$ cat src/rtl/rrss_pkg.sv
// Shared types and constants of the round-robin slice scheduler.
`default_nettype none

package rrss_pkg;

  // Fixed field widths of the transfer payloads.
  localparam int CMD_W    = 2;
  localparam int TIME_BITS = 16;
  localparam int QUANT_W  = 16;
  localparam int JOBN_W   = 7;
  localparam int CLOCK_W  = 22;
  localparam int SUM_W    = 28;

  // Quantum after reset.
  localparam logic [QUANT_W-1:0] QUANT_RESET = QUANT_W'(4);

  // Command codes.
  localparam logic [CMD_W-1:0] CMD_LOAD  = 2'd0;
  localparam logic [CMD_W-1:0] CMD_STEP  = 2'd1;
  localparam logic [CMD_W-1:0] CMD_CLEAR = 2'd2;

  // One input item.
  typedef struct packed {
    logic [CMD_W-1:0]     command;
    logic [TIME_BITS-1:0] burst_time;
  } item_t;

  // One result item.
  typedef struct packed {
    logic [JOBN_W-1:0]  job_number;
    logic [CLOCK_W-1:0] slice_start;
    logic [CLOCK_W-1:0] slice_end;
    logic               job_finished;
    logic [CLOCK_W-1:0] wait_time;
    logic [CLOCK_W-1:0] turnaround_time;
    logic [SUM_W-1:0]   total_wait;
    logic [SUM_W-1:0]   total_turnaround;
    logic               all_done;
  } result_t;

  // Commands from the controller to the datapath.
  typedef struct packed {
    logic load;
    logic clear;
    logic scan_start;
    logic scan_run;
    logic calc;
    logic wt_calc;
    logic emit_slice;
    logic emit_done;
  } ctl_t;

  // Status from the datapath to the controller.
  typedef struct packed {
    logic hit;
    logic miss;
  } sts_t;

endpackage

`default_nettype wire

$ cat src/rtl/rrss_ram.sv
// Generic single-write, single-read RAM with registered read data.
`default_nettype none

module rrss_ram #(
  parameter int WIDTH = 16,
  parameter int DEPTH = 64
) (
  input  wire logic                     clk,
  input  wire logic                     we,
  input  wire logic [$clog2(DEPTH)-1:0] waddr,
  input  wire logic [WIDTH-1:0]         wdata,
  input  wire logic [$clog2(DEPTH)-1:0] raddr,
  output logic      [WIDTH-1:0]         rdata
);

  logic [WIDTH-1:0] mem [DEPTH];

  // Write port and registered read port.
  always_ff @(posedge clk) begin
    if (we) begin
      mem[waddr] <= wdata;
    end
    rdata <= mem[raddr];
  end

endmodule

`default_nettype wire

$ cat src/rtl/rrss_ctrl.sv
// Controller state machine of the round-robin slice scheduler.
`default_nettype none

module rrss_ctrl (
  input  wire logic                     clk,
  input  wire logic                     rst,
  input  wire logic                     start,
  input  wire logic [rrss_pkg::CMD_W-1:0] command,
  input  wire rrss_pkg::sts_t           sts,
  output rrss_pkg::ctl_t                ctl,
  output logic                          busy,
  output logic                          result_valid
);

  import rrss_pkg::*;

  typedef enum logic [4:0] {
    ST_IDLE = 5'b00001,
    ST_SCAN = 5'b00010,
    ST_CALC = 5'b00100,
    ST_WTC  = 5'b01000,
    ST_EMIT = 5'b10000
  } state_t;

  state_t state;
  state_t state_next;

  // Next state and datapath commands.
  always_comb begin
    ctl        = '0;
    state_next = state;
    unique case (state)
      ST_IDLE: begin
        if (start) begin
          unique case (command)
            CMD_LOAD: begin
              ctl.load = 1'b1;
            end
            CMD_STEP: begin
              ctl.scan_start = 1'b1;
              state_next     = ST_SCAN;
            end
            CMD_CLEAR: begin
              ctl.clear = 1'b1;
            end
            default: begin
            end
          endcase
        end
      end
      ST_SCAN: begin
        ctl.scan_run = 1'b1;
        priority if (sts.hit) begin
          state_next = ST_CALC;
        end else if (sts.miss) begin
          ctl.emit_done = 1'b1;
          state_next    = ST_IDLE;
        end
      end
      ST_CALC: begin
        ctl.calc   = 1'b1;
        state_next = ST_WTC;
      end
      ST_WTC: begin
        ctl.wt_calc = 1'b1;
        state_next  = ST_EMIT;
      end
      ST_EMIT: begin
        ctl.emit_slice = 1'b1;
        state_next     = ST_IDLE;
      end
      default: begin
        state_next = ST_IDLE;
      end
    endcase
  end

  // State register and the one-cycle result strobe.
  always_ff @(posedge clk) begin
    if (rst) begin
      state        <= ST_IDLE;
      result_valid <= 1'b0;
    end else begin
      state        <= state_next;
      result_valid <= ctl.emit_slice || ctl.emit_done;
    end
  end

  assign busy = (state != ST_IDLE);

endmodule

`default_nettype wire

$ cat src/rtl/rrss_dp.sv
// Datapath of the round-robin slice scheduler: job tables, scan and time arithmetic.
`default_nettype none

module rrss_dp #(
  parameter int MAX_JOBS = 64
) (
  input  wire logic                          clk,
  input  wire logic                          rst,
  input  wire logic [rrss_pkg::TIME_BITS-1:0] burst_time,
  input  wire rrss_pkg::ctl_t                ctl,
  output rrss_pkg::sts_t                     sts,
  input  wire logic                          cfg_we,
  input  wire logic [rrss_pkg::QUANT_W-1:0]  cfg_data,
  output rrss_pkg::result_t                  result
);

  import rrss_pkg::*;

  localparam int IDX_W = $clog2(MAX_JOBS);
  localparam int CNT_W = $clog2(MAX_JOBS + 1);

  // Architectural state.
  logic [QUANT_W-1:0] quantum;
  logic [CNT_W-1:0]   job_count;
  logic [IDX_W-1:0]   scan_pos;
  logic [CLOCK_W-1:0] cur_time;
  logic [SUM_W-1:0]   wait_sum;
  logic [SUM_W-1:0]   tat_sum;

  // Scan pipeline.
  logic [IDX_W-1:0]   issue_idx;
  logic [CNT_W-1:0]   issue_cnt;
  logic [IDX_W-1:0]   chk_idx;
  logic [CNT_W-1:0]   chk_cnt;
  logic               chk_valid;

  // Served job and slice arithmetic.
  logic [IDX_W-1:0]     slot;
  logic [TIME_BITS-1:0] rem_r;
  logic [TIME_BITS-1:0] burst_r;
  logic                 done_r;
  logic [CLOCK_W-1:0]   start_r;
  logic [CLOCK_W-1:0]   wt_r;

  // Table ports.
  logic [TIME_BITS-1:0] rem_rdata;
  logic [TIME_BITS-1:0] burst_rdata;
  logic                 rem_we;
  logic [IDX_W-1:0]     rem_waddr;
  logic [TIME_BITS-1:0] rem_wdata;
  logic                 burst_we;

  // Combinational helpers.
  logic                 table_full;
  logic [IDX_W-1:0]     scan_first;
  logic                 issue_more;
  logic [IDX_W-1:0]     issue_next;
  logic                 chk_last;
  logic                 done_c;
  logic [TIME_BITS-1:0] len_c;
  logic [CLOCK_W-1:0]   new_time;
  logic [TIME_BITS-1:0] rem_left;
  logic [IDX_W-1:0]     slot_next;
  logic [SUM_W-1:0]     wait_sum_next;
  logic [SUM_W-1:0]     tat_sum_next;

  assign table_full = (job_count == CNT_W'(MAX_JOBS));

  // The scan starts after the last served job, or at entry zero when that is past the end.
  assign scan_first = (CNT_W'(scan_pos) >= job_count) ? '0 : scan_pos;

  // Cyclic read address walk over the loaded entries.
  assign issue_more = (issue_cnt != job_count);
  assign issue_next = ((CNT_W'(issue_idx) + CNT_W'(1)) == job_count) ?
                      '0 : issue_idx + IDX_W'(1);
  assign chk_last   = ((chk_cnt + CNT_W'(1)) == job_count);

  assign sts.hit  = chk_valid && (rem_rdata != '0);
  assign sts.miss = (job_count == '0) || (chk_valid && (rem_rdata == '0) && chk_last);

  // Slice length and the new clock.
  assign done_c   = (rem_r <= quantum);
  assign len_c    = done_c ? rem_r : quantum;
  assign new_time = cur_time + CLOCK_W'(len_c);
  assign rem_left = rem_r - quantum;
  assign slot_next = ((CNT_W'(slot) + CNT_W'(1)) == job_count) ? '0 : slot + IDX_W'(1);

  // Sums including the job that finishes in this slice.
  assign wait_sum_next = done_r ? wait_sum + SUM_W'(wt_r) : wait_sum;
  assign tat_sum_next  = done_r ? tat_sum + SUM_W'(cur_time) : tat_sum;

  // Table writes: a load appends, a slice updates the remaining time.
  assign burst_we  = ctl.load && !table_full;
  assign rem_we    = burst_we || ctl.calc;
  assign rem_waddr = ctl.load ? job_count[IDX_W-1:0] : slot;
  assign rem_wdata = ctl.load ? burst_time : (done_c ? '0 : rem_left);

  rrss_ram #(
    .WIDTH (TIME_BITS),
    .DEPTH (MAX_JOBS)
  ) u_burst_ram (
    .clk   (clk),
    .we    (burst_we),
    .waddr (job_count[IDX_W-1:0]),
    .wdata (burst_time),
    .raddr (issue_idx),
    .rdata (burst_rdata)
  );

  rrss_ram #(
    .WIDTH (TIME_BITS),
    .DEPTH (MAX_JOBS)
  ) u_rem_ram (
    .clk   (clk),
    .we    (rem_we),
    .waddr (rem_waddr),
    .wdata (rem_wdata),
    .raddr (issue_idx),
    .rdata (rem_rdata)
  );

  // Schedule state, counters and sums.
  always_ff @(posedge clk) begin
    if (rst) begin
      quantum   <= QUANT_RESET;
      job_count <= '0;
      scan_pos  <= '0;
      cur_time  <= '0;
      wait_sum  <= '0;
      tat_sum   <= '0;
      issue_cnt <= '0;
      chk_cnt   <= '0;
      chk_valid <= 1'b0;
    end else begin
      if (cfg_we) begin
        quantum <= cfg_data;
      end
      if (burst_we) begin
        job_count <= job_count + CNT_W'(1);
      end
      if (ctl.clear) begin
        job_count <= '0;
        scan_pos  <= '0;
        cur_time  <= '0;
        wait_sum  <= '0;
        tat_sum   <= '0;
      end
      if (ctl.scan_start) begin
        issue_cnt <= '0;
        chk_cnt   <= '0;
        chk_valid <= 1'b0;
      end
      if (ctl.scan_run) begin
        chk_valid <= issue_more;
        if (issue_more) begin
          issue_cnt <= issue_cnt + CNT_W'(1);
        end
        if (chk_valid) begin
          chk_cnt <= chk_cnt + CNT_W'(1);
        end
      end
      if (ctl.calc) begin
        cur_time <= new_time;
        scan_pos <= slot_next;
      end
      if (ctl.emit_slice) begin
        wait_sum <= wait_sum_next;
        tat_sum  <= tat_sum_next;
      end
    end
  end

  // Scan addresses, the served job and the result register.
  always_ff @(posedge clk) begin
    if (ctl.scan_start) begin
      issue_idx <= scan_first;
    end
    if (ctl.scan_run) begin
      if (issue_more) begin
        issue_idx <= issue_next;
        chk_idx   <= issue_idx;
      end
      if (sts.hit) begin
        slot    <= chk_idx;
        rem_r   <= rem_rdata;
        burst_r <= burst_rdata;
      end
    end
    if (ctl.calc) begin
      done_r  <= done_c;
      start_r <= cur_time;
    end
    if (ctl.wt_calc) begin
      wt_r <= cur_time - CLOCK_W'(burst_r);
    end
    if (ctl.emit_slice) begin
      result.job_number       <= JOBN_W'({1'b0, slot} + (IDX_W + 1)'(1));
      result.slice_start      <= start_r;
      result.slice_end        <= cur_time;
      result.job_finished     <= done_r;
      result.wait_time        <= done_r ? wt_r : '0;
      result.turnaround_time  <= done_r ? cur_time : '0;
      result.total_wait       <= wait_sum_next;
      result.total_turnaround <= tat_sum_next;
      result.all_done         <= 1'b0;
    end
    if (ctl.emit_done) begin
      result.job_number       <= '0;
      result.slice_start      <= '0;
      result.slice_end        <= '0;
      result.job_finished     <= 1'b0;
      result.wait_time        <= '0;
      result.turnaround_time  <= '0;
      result.total_wait       <= wait_sum;
      result.total_turnaround <= tat_sum;
      result.all_done         <= 1'b1;
    end
  end

endmodule

`default_nettype wire

$ cat src/rtl/round_robin_slice_scheduler.sv
// Top level of the round-robin slice scheduler.
//
// Usage: an item (command, burst_time) transfers at a rising edge with start high
// and busy low. A load appends a job and a clear empties the table; both finish in
// the accepting cycle and give no result, so they can follow back to back.
// A step scans the job table for the next job with work left and gives exactly one
// result on the result port, marked by result_valid for one cycle. The receiver
// cannot hold results off.
// A step keeps busy high until the edge that loads the result register, so the next
// item can transfer at the edge that ends the result cycle. The scan reads one table
// entry per cycle through the registered read port of the remaining-time RAM.
// The quantum is written through cfg_valid/cfg_ready/cfg_data, always ready; the
// user must write it only while the block is idle, which the block itself does not
// enforce. Synchronous reset sets the quantum to 4, empties the table and zeroes
// the clock and sums; table contents are not cleared.
`default_nettype none

module round_robin_slice_scheduler #(
  parameter int MAX_JOBS = 64
) (
  input  wire logic                        clk,
  input  wire logic                        rst,
  input  wire logic                        start,
  output logic                             busy,
  input  wire rrss_pkg::item_t             item,
  output logic                             result_valid,
  output rrss_pkg::result_t                result,
  input  wire logic                        cfg_valid,
  output logic                             cfg_ready,
  input  wire logic [rrss_pkg::QUANT_W-1:0] cfg_data
);

  import rrss_pkg::*;

  ctl_t ctl;
  sts_t sts;

  // The quantum register takes a write in any cycle.
  assign cfg_ready = 1'b1;

  rrss_ctrl u_ctrl (
    .clk          (clk),
    .rst          (rst),
    .start        (start),
    .command      (item.command),
    .sts          (sts),
    .ctl          (ctl),
    .busy         (busy),
    .result_valid (result_valid)
  );

  rrss_dp #(
    .MAX_JOBS (MAX_JOBS)
  ) u_dp (
    .clk        (clk),
    .rst        (rst),
    .burst_time (item.burst_time),
    .ctl        (ctl),
    .sts        (sts),
    .cfg_we     (cfg_valid && cfg_ready),
    .cfg_data   (cfg_data),
    .result     (result)
  );

endmodule

`default_nettype wire

$ cat config.mk
export PLATFORM = sky130hd
export DESIGN_NAME = round_robin_slice_scheduler
export DESIGN_NICKNAME = d
export VERILOG_FILES = /design/src/rtl/rrss_pkg.sv /design/src/rtl/rrss_ram.sv /design/src/rtl/rrss_ctrl.sv /design/src/rtl/rrss_dp.sv /design/src/rtl/round_robin_slice_scheduler.sv
export SDC_FILE = /design/constraint.sdc
export NUM_CORES = 2
export LEC_CHECK = 0
export BUFFER_PORTS_ARGS = -buffer_cell sky130_fd_sc_hd__clkbuf_2
export CORE_ASPECT_RATIO = 0.7
export CORE_MARGIN = 2
export CORE_UTILIZATION = 30
export CTS_BUF_LIST = sky130_fd_sc_hd__clkbuf_8 sky130_fd_sc_hd__clkbuf_16
export CTS_CLUSTER_SIZE = 16
export DETAILED_ROUTE_END_ITERATION = 10
export PLACE_DENSITY = 0.43
export REMOVE_ABC_BUFFERS = 1
export SLEW_MARGIN = 5
export SYNTH_ARGS = -nofsm -noshare
export SYNTH_HDL_FRONTEND = slang
export SYNTH_SLANG_ARGS = --single-unit
export TNS_END_PERCENT = 5
$ cat constraint.sdc
create_clock -name clk -period 9 [get_ports clk]
set_clock_uncertainty 0.2 [all_clocks]
set_input_delay 0.45 -clock clk [delete_from_list [all_inputs] [get_ports clk]]
set_output_delay 0.45 -clock clk [all_outputs]
set_load 0.03 [all_outputs]
# ---- Word-level counts from Yosys, hierarchy flattened
# Memories as Yosys holds them, arrays and structs flattened. A register that Yosys moved wholly into a read port is not among the register bits.
# Cells that the tools add are included.
dict set report totals {
  out_inout_bits 156
  in_bits 38
  memories 2
  mem_bits_rw 2048
  ff_bits 376
}
# name depth word_bits read_ports rd_ports_with_merged_regs write_ports line_no
set memory_table {}
lappend memory_table {u_dp.u_burst_ram.mem 64 16 1 1 1 rrss_ram.sv:16} ;# logic [WIDTH-1:0] mem [DEPTH];
lappend memory_table {u_dp.u_rem_ram.mem 64 16 1 1 1 rrss_ram.sv:16}
dict set report classes {
  eq_ne 16
  reduce_logical 20
  n_lt_le_gt_ge 2
  n_mux 52
  add_sub_neg 12
}
# operator n
set ops {}
lappend ops {{2-to-1 mux 28 bit} 5}
lappend ops {{2-to-1 mux 57 bit} 2}
lappend ops {{2-to-1 mux 22 bit} 4}
lappend ops {{adder 28 x 22 -> 28 bit} 2}
lappend ops {{2-to-1 mux 6 bit} 9}
lappend ops {{2-to-1 mux 16 bit} 3}
lappend ops {{2-to-1 mux 7 bit} 6}
lappend ops {{adder 22 x 16 -> 22 bit} 1}
lappend ops {{subtractor 22 x 16 -> 22 bit} 1}
lappend ops {{adder 7 x 1 -> 7 bit, second input constant} 3}
lappend ops {{equality test 7 bit} 3}
lappend ops {{2-to-1 mux 5 bit} 4}
lappend ops {{one-hot mux 5 bit (4 select lines)} 1}
lappend ops {{<= comparator 16 bit} 1}
lappend ops {{logical NOT 16 bit} 1}
lappend ops {{2-to-1 mux 1 bit} 16}
lappend ops {{nonzero test 16 bit} 1}
lappend ops {{subtractor 16 bit} 1}
lappend ops {{adder 6 x 1 -> 7 bit, second input constant} 2}
lappend ops {{adder 6 x 1 -> 6 bit, second input constant} 2}
lappend ops {{nonzero test 2 bit} 4}
lappend ops {{equality test 7 bit, second input constant} 1}
lappend ops {{greater-or-equal comparator 6 x 7 -> 1 bit} 1}
lappend ops {{logical NOT 7 bit} 1}
lappend ops {{19 further kinds} 27}

# ---- Depth between registers and ports, before layout
dict set report depth {
  ltp_word 8
  depth_mapped 23
  depth_no_buf 21
}

# ---- Cells and area by module
# From an unflattened synthesis, not the netlist that was laid out.
dict set report unflattened {
  hier_cells 5744
  hier_area_um2 100263.7
}
# mod n_inst area_per_inst_um2 seq_area_each_um2 cells_each
set modules_own_cells {}
lappend modules_own_cells {rrss_ram 2 40042.2 31069.8 1829}
lappend modules_own_cells {rrss_dp 1 19837.8 8858.5 2046}
lappend modules_own_cells {rrss_ctrl 1 330.3 120.1 38}
lappend modules_own_cells {round_robin_slice_scheduler 1 11.3 0.0 2}

# ---- Least setup slack after synthesis
# No wires, ideal clock.
dict set report synth_timing {
  path_type {register to register}
  from {register u_dp.rem_r[0]}
  to {memory u_dp.u_rem_ram.mem[0][3], data pin}
  path_stages_with_launch 13
  arrival_time_ns 5.816
  synth_period_minus_slack_ns 6.923
  setup_ns 0.906
  n_path_buf 1
  setup_slack_ns 2.077
  cell_sequence {edfxtp_1 -> inv_1 -> ha_1 -> inv_1 -> fa_1 -> a211o_1 -> a211oi_1 -> o32ai_1 -> o21ai_0 -> a21oi_1 -> a41oi_1 -> buf_2 -> o41ai_1}
}
dict set report synth_between {
  elab_chain_cells 3
}
# element line_no
set synth_lines {}
lappend synth_lines {{start, declared} rrss_dp.sv:39} ;# logic [TIME_BITS-1:0] rem_r;
lappend synth_lines {{start signal, assigned} rrss_dp.sv:185} ;# rem_r <= rem_rdata;
lappend synth_lines {{subtractor 16 bit / <= comparator 16 bit (equally long branches)} {rrss_dp.sv:85, rrss_dp.sv:82}}
lappend synth_lines {{2-to-1 mux 16 bit (*) (2 in a row)} rrss_dp.sv:96} ;# assign rem_wdata = ctl.load ? burst_time : (done_c ? '0 : rem_left);
lappend synth_lines {{via u_dp.rem_wdata[3]} rrss_dp.sv:50} ;# logic [TIME_BITS-1:0] rem_wdata;
lappend synth_lines {{end, declared} rrss_ram.sv:16}
# The timed path passes the listed nets; every way through them passes the cells marked *.

# ---- Worst setup path after layout
dict set report layout_timing {
  from {register u_dp.rem_r[0]}
  to {register u_dp.cur_time[19]}
}
dict set report layout_between {
  elab_chain_cells 4
}
# element line_no
set layout_lines {}
lappend layout_lines {{<= comparator 16 bit} rrss_dp.sv:82} ;# assign done_c = (rem_r <= quantum);
lappend layout_lines {{2-to-1 mux 16 bit (*)} rrss_dp.sv:83} ;# assign len_c = done_c ? rem_r : quantum;
lappend layout_lines {{adder 22 x 16 -> 22 bit (*)} rrss_dp.sv:84} ;# assign new_time = cur_time + CLOCK_W'(len_c);
lappend layout_lines {{2-to-1 mux 22 bit (*)} rrss_dp.sv:162} ;# if (ctl.calc) begin
lappend layout_lines {{end signal, assigned} rrss_dp.sv:163} ;# cur_time <= new_time;
lappend layout_lines {{end, declared} rrss_dp.sv:26} ;# logic [CLOCK_W-1:0] cur_time;
# Mark *: on every way between the ends. The rest lies on a longest branch, timed or not.
# A chain may end at the register's enable or synchronous reset.

==> impl_results.md <==
- Starting Density: roughly 30%
- Port bufs: 192
- Wl on met1: 145,000 µm
- Clk buf depth: 4
- Simple-gate share of the synthesized area: under 10%
- RSZ-0062 raised after global routing: false
- Critical Path Sink Type: flop
- Gr usage total: 17.5%
- Dpl hpwl: 188,000 µm
- Xor and xnor fraction of the mapped netlist area: 0.958%
- Std-Cell Rows: 175
- Post-synthesis mux area share: 15.8%
- Async SR Flop Fraction: 0%
- Htree depth: 5
- Layout cell share with drive strength beyond 1: approximately 27%
- Inserted Clock Buffers: 271
- Share of the synthesized area in the top cell type: 67.3%
- Routed wl met3: 24,000 µm
- Worst-path maximum fanout: 47
- Crit path time final: 6.73 ns
- Dpl cells: 9,601
- Max frequency: 0.149 GHz
- Hold Fails Final Rpt: 0
- Area grow syn2layout: 16.5%
- CTS sink count: approximately 2,500
- Detailed Route WL: 295,000 µm
- DRT antenna net count: 0
- Hold Slack: 0.0902 ns
- DIE AREA: 331,000 µm²
- Die Ht: 482 µm
- Register area share after synthesis: between 70% and 80%
- Total of fill cells in the finished design: between 30,000 and 40,000
- Synth top area cells: edfxtp_1 67%, mux4_2 15%, dfxtp_1 5.4%
- Num ports: 194
- Dominant synthesized flop cell: edfxtp_1
- Per-cell routed wire length: 29.2 µm
- Static Leakage: between 30 and 40 nW
- Final setup vio count: 0
- Global placer's final weighted congestion: ~0.81
- Grt ovf: 0
- Setup TNS: 0 ns
- Final instance area: 114,000 µm²
- Largest area contributor in the netlist: edfxtp_1
- Nets: 5,719
- Largest family of logic cells by synthesized area: multiplexers
- Worst R2R Path Depth: 21
- CORE AREA: 325,000 µm²
- Critical path class: reg -> reg
- Hold Crit Depth: 5
- Initial antenna violation count: 55
- Synth Register Bits: 2,456
- DR vias/cell: 5.08
- Largest net degree at the start of global routing: 140
- Vias in the first global route: between 40,000 and 50,000
- WL met2: 120,000 µm
- First-pass GRT wire length: 406,000 µm
- Outcome: finished clean
- Placement Setup Slack: 2.42 ns
- Via count: 51,300
- Crit path DAT: 7.27 ns
- Yosys cell types: 88
- Max Cap Viol: 0
- WP data required: roughly 9.5 ns
- Class of the worst hold path: in -> reg
- Root buffer cell: clkbuf_16
- Power Dens Cells: 211 nW/µm²
- YS warnings: 0
- Worst VDD drop: between 100 and 150 µV
- Post-synthesis compound-gate area fraction: 3.76%
- Tcrit/Tclk final: 74.8%
- Die X: 687 µm
- Worst-Margin Slew: 1.20 ns
- Syn Inst Count: 5,158
- Pre-Repair DR Iteration Count: 6
- Post-DP Area: around 110,000 µm²
- Mapped Avg Cell Area: 19.0 µm²
- Max-slew headroom: between 10% and 20%
- Clk Latency, worst-skew pair: between 0.8 and 0.9 ns
- Remaining DRCs: 0
- # Post-CTS Setup Buffers: 0
- Resized cells post-CTS: 0
- Setup slack after layout: between 2 and 2.5 ns
- Slew Limit Fails: 0
- Post-synth EDFFs: 2,193
- CP startpoint kind: flop
- CTS clk-pin slew, worst paths: 0.06 ns
- Post-Layout Cell Count: 10,100
- CTS tree: done
- Post-Syn Area: 97,900 µm²
- Adder-Cell Fraction of Synth Area: 1.46%
- Drt initial violations: 5,451
- Top Metal Used: met5
==> layout by cell type (no fill, tap or decap), drive strengths merged, types with 15 or more instances in the layout <==
cell	n
xnor2	69
xor2	38
a21o	52
clkbuf	477
edfxtp	2193
nand2	364
clkinv	83
dlygate4sd3	32
inv	145
a21oi	178
dfxtp	263
o21ai	100
bufinv	20
nand4	19
a22o	51
nor2	278
ha	106
mux4	672
a211oi	20
o21a	29
nor2b	15
buf	171
o211ai	16
o31ai	25
nor3	28
nand2b	29
nand3	66
mux2i	24
==> path summary, 6_finish.rpt <==
check / startpoint / endpoint / slack (ns)
worst max-delay path: u_dp.rem_r[0] / u_dp.cur_time[19] / 2.27
worst min-delay path: item[16] / u_dp.issue_cnt[1] / 0.09
worst max register to register: u_dp.rem_r[0] / u_dp.cur_time[19] / 2.27
worst min register to register: u_dp.chk_idx[0] / u_dp.slot[0] / 0.20
==> metal layers <==
layer	vias to the layer above	track usage [%]
li1	21700	-
met4	10	3.97
met5	-	0
met1	27500	27.4
met3	367	4.64
met2	1706	23.8
==> flip-flops by register name, summed over array words and instances, names as in the netlist, 5 cells and up <==
| name | cells |
|---|---|
| u_dp.wait_sum | 28 |
| u_dp.u_burst_ram.rdata | 16 |
| u_dp.start_r | 22 |
| u_dp.burst_r | 16 |
| u_dp.scan_pos | 6 |
| u_dp.chk_idx | 6 |
| u_dp.tat_sum | 28 |
| u_dp.chk_cnt | 7 |
| u_dp.u_rem_ram.rdata | 16 |
| u_dp.u_rem_ram.mem | 1024 |
| u_dp.u_burst_ram.mem | 1024 |
| u_dp.job_count | 7 |
| u_dp.result | 153 |
| u_dp.quantum | 16 |
| u_dp.issue_cnt | 7 |
| u_dp.slot | 6 |
| u_dp.wt_r | 22 |
| u_dp.issue_idx | 6 |
| u_ctrl.state | 5 |
| u_dp.cur_time | 22 |
| u_dp.rem_r | 16 |
==> where the power goes <==
group	switching [W]	internal, W
sequential	0.0000167	0.0125
combinational	0.000571	0.000191
clock	0.00456	0.00623
==> final cells by class <==
cell class                      count  area (µm²)  area share (%)
Sequential cell                  2456       71100            62.4
Multi-Input combinational cell   2374       26000            22.8
Clock buffer                      286        7040            6.18
Tap cell                         4336        5430            4.76
Timing Repair Buffer              394        2640            2.31
Clock inverter                    181        1440            1.26
Inverter                           73         274           0.240
Antenna cell                        9        22.5          0.0198
==> worst max-delay path: stages, from the launching register on <==
cell	delay, ns
edfxtp_1	0.38
inv_1	0.08
ha_1	0.16
inv_1	0.06
fa_1	0.43
a211o_1	0.31
a211oi_1	0.32
o32ai_1	0.16
o21ai_0	0.42
a21oi_1	0.23
a41oi_4	0.30
buf_4	0.64
o21ai_0	0.44
ha_1	0.42
o21a_1	0.11
o21ai_0	0.24
o31ai_1	0.15
a221oi_1	0.52
o21ai_0	0.27
a21oi_1	0.42
nor4b_1	0.10
a31o_2	0.23
==> synth_stat cells, drive strengths merged, types with 28 or more instances <==
master	n
inv	73
o21ai	100
nor2	278
a22o	51
dfxtp	263
a21o	52
edfxtp	2193
clkbuf	162
xor2	38
buf	93
nor3	28
ha	106
o21a	29
nand2b	29
nand2	364
mux4	672
xnor2	69
nand3	66
a21oi	178
==> cell families (layout without fill, tap and decap cells) <==
family,after synthesis,count (layout)
adders and majority gates,111,111
AOI/OAI and AO/OA,566,566
buffers and inverters,328,934
DFF,2456,2456
xor gates and xnor gates,107,107
other,1,10
and+or+nand+nor,889,889
muxes,700,700
==> timing repair <==
item,CTS,global route
endpoints found under the setup margin,0,0
hold endpoints to repair,190,0
hold buffers,32,0
==> stage by stage <==
stage	utilization (%)	total power, W
2_1_floorplan	-	0.0132
3_3_place_gp	32.4	0.0135
4_1_cts	35.1	0.0244
5_1_grt	35.1	0.0249
3_5_place_dp	32.4	0.0135
6_report	35.1	0.0241
No activity file was read; power rests on OpenSTA's default activity.
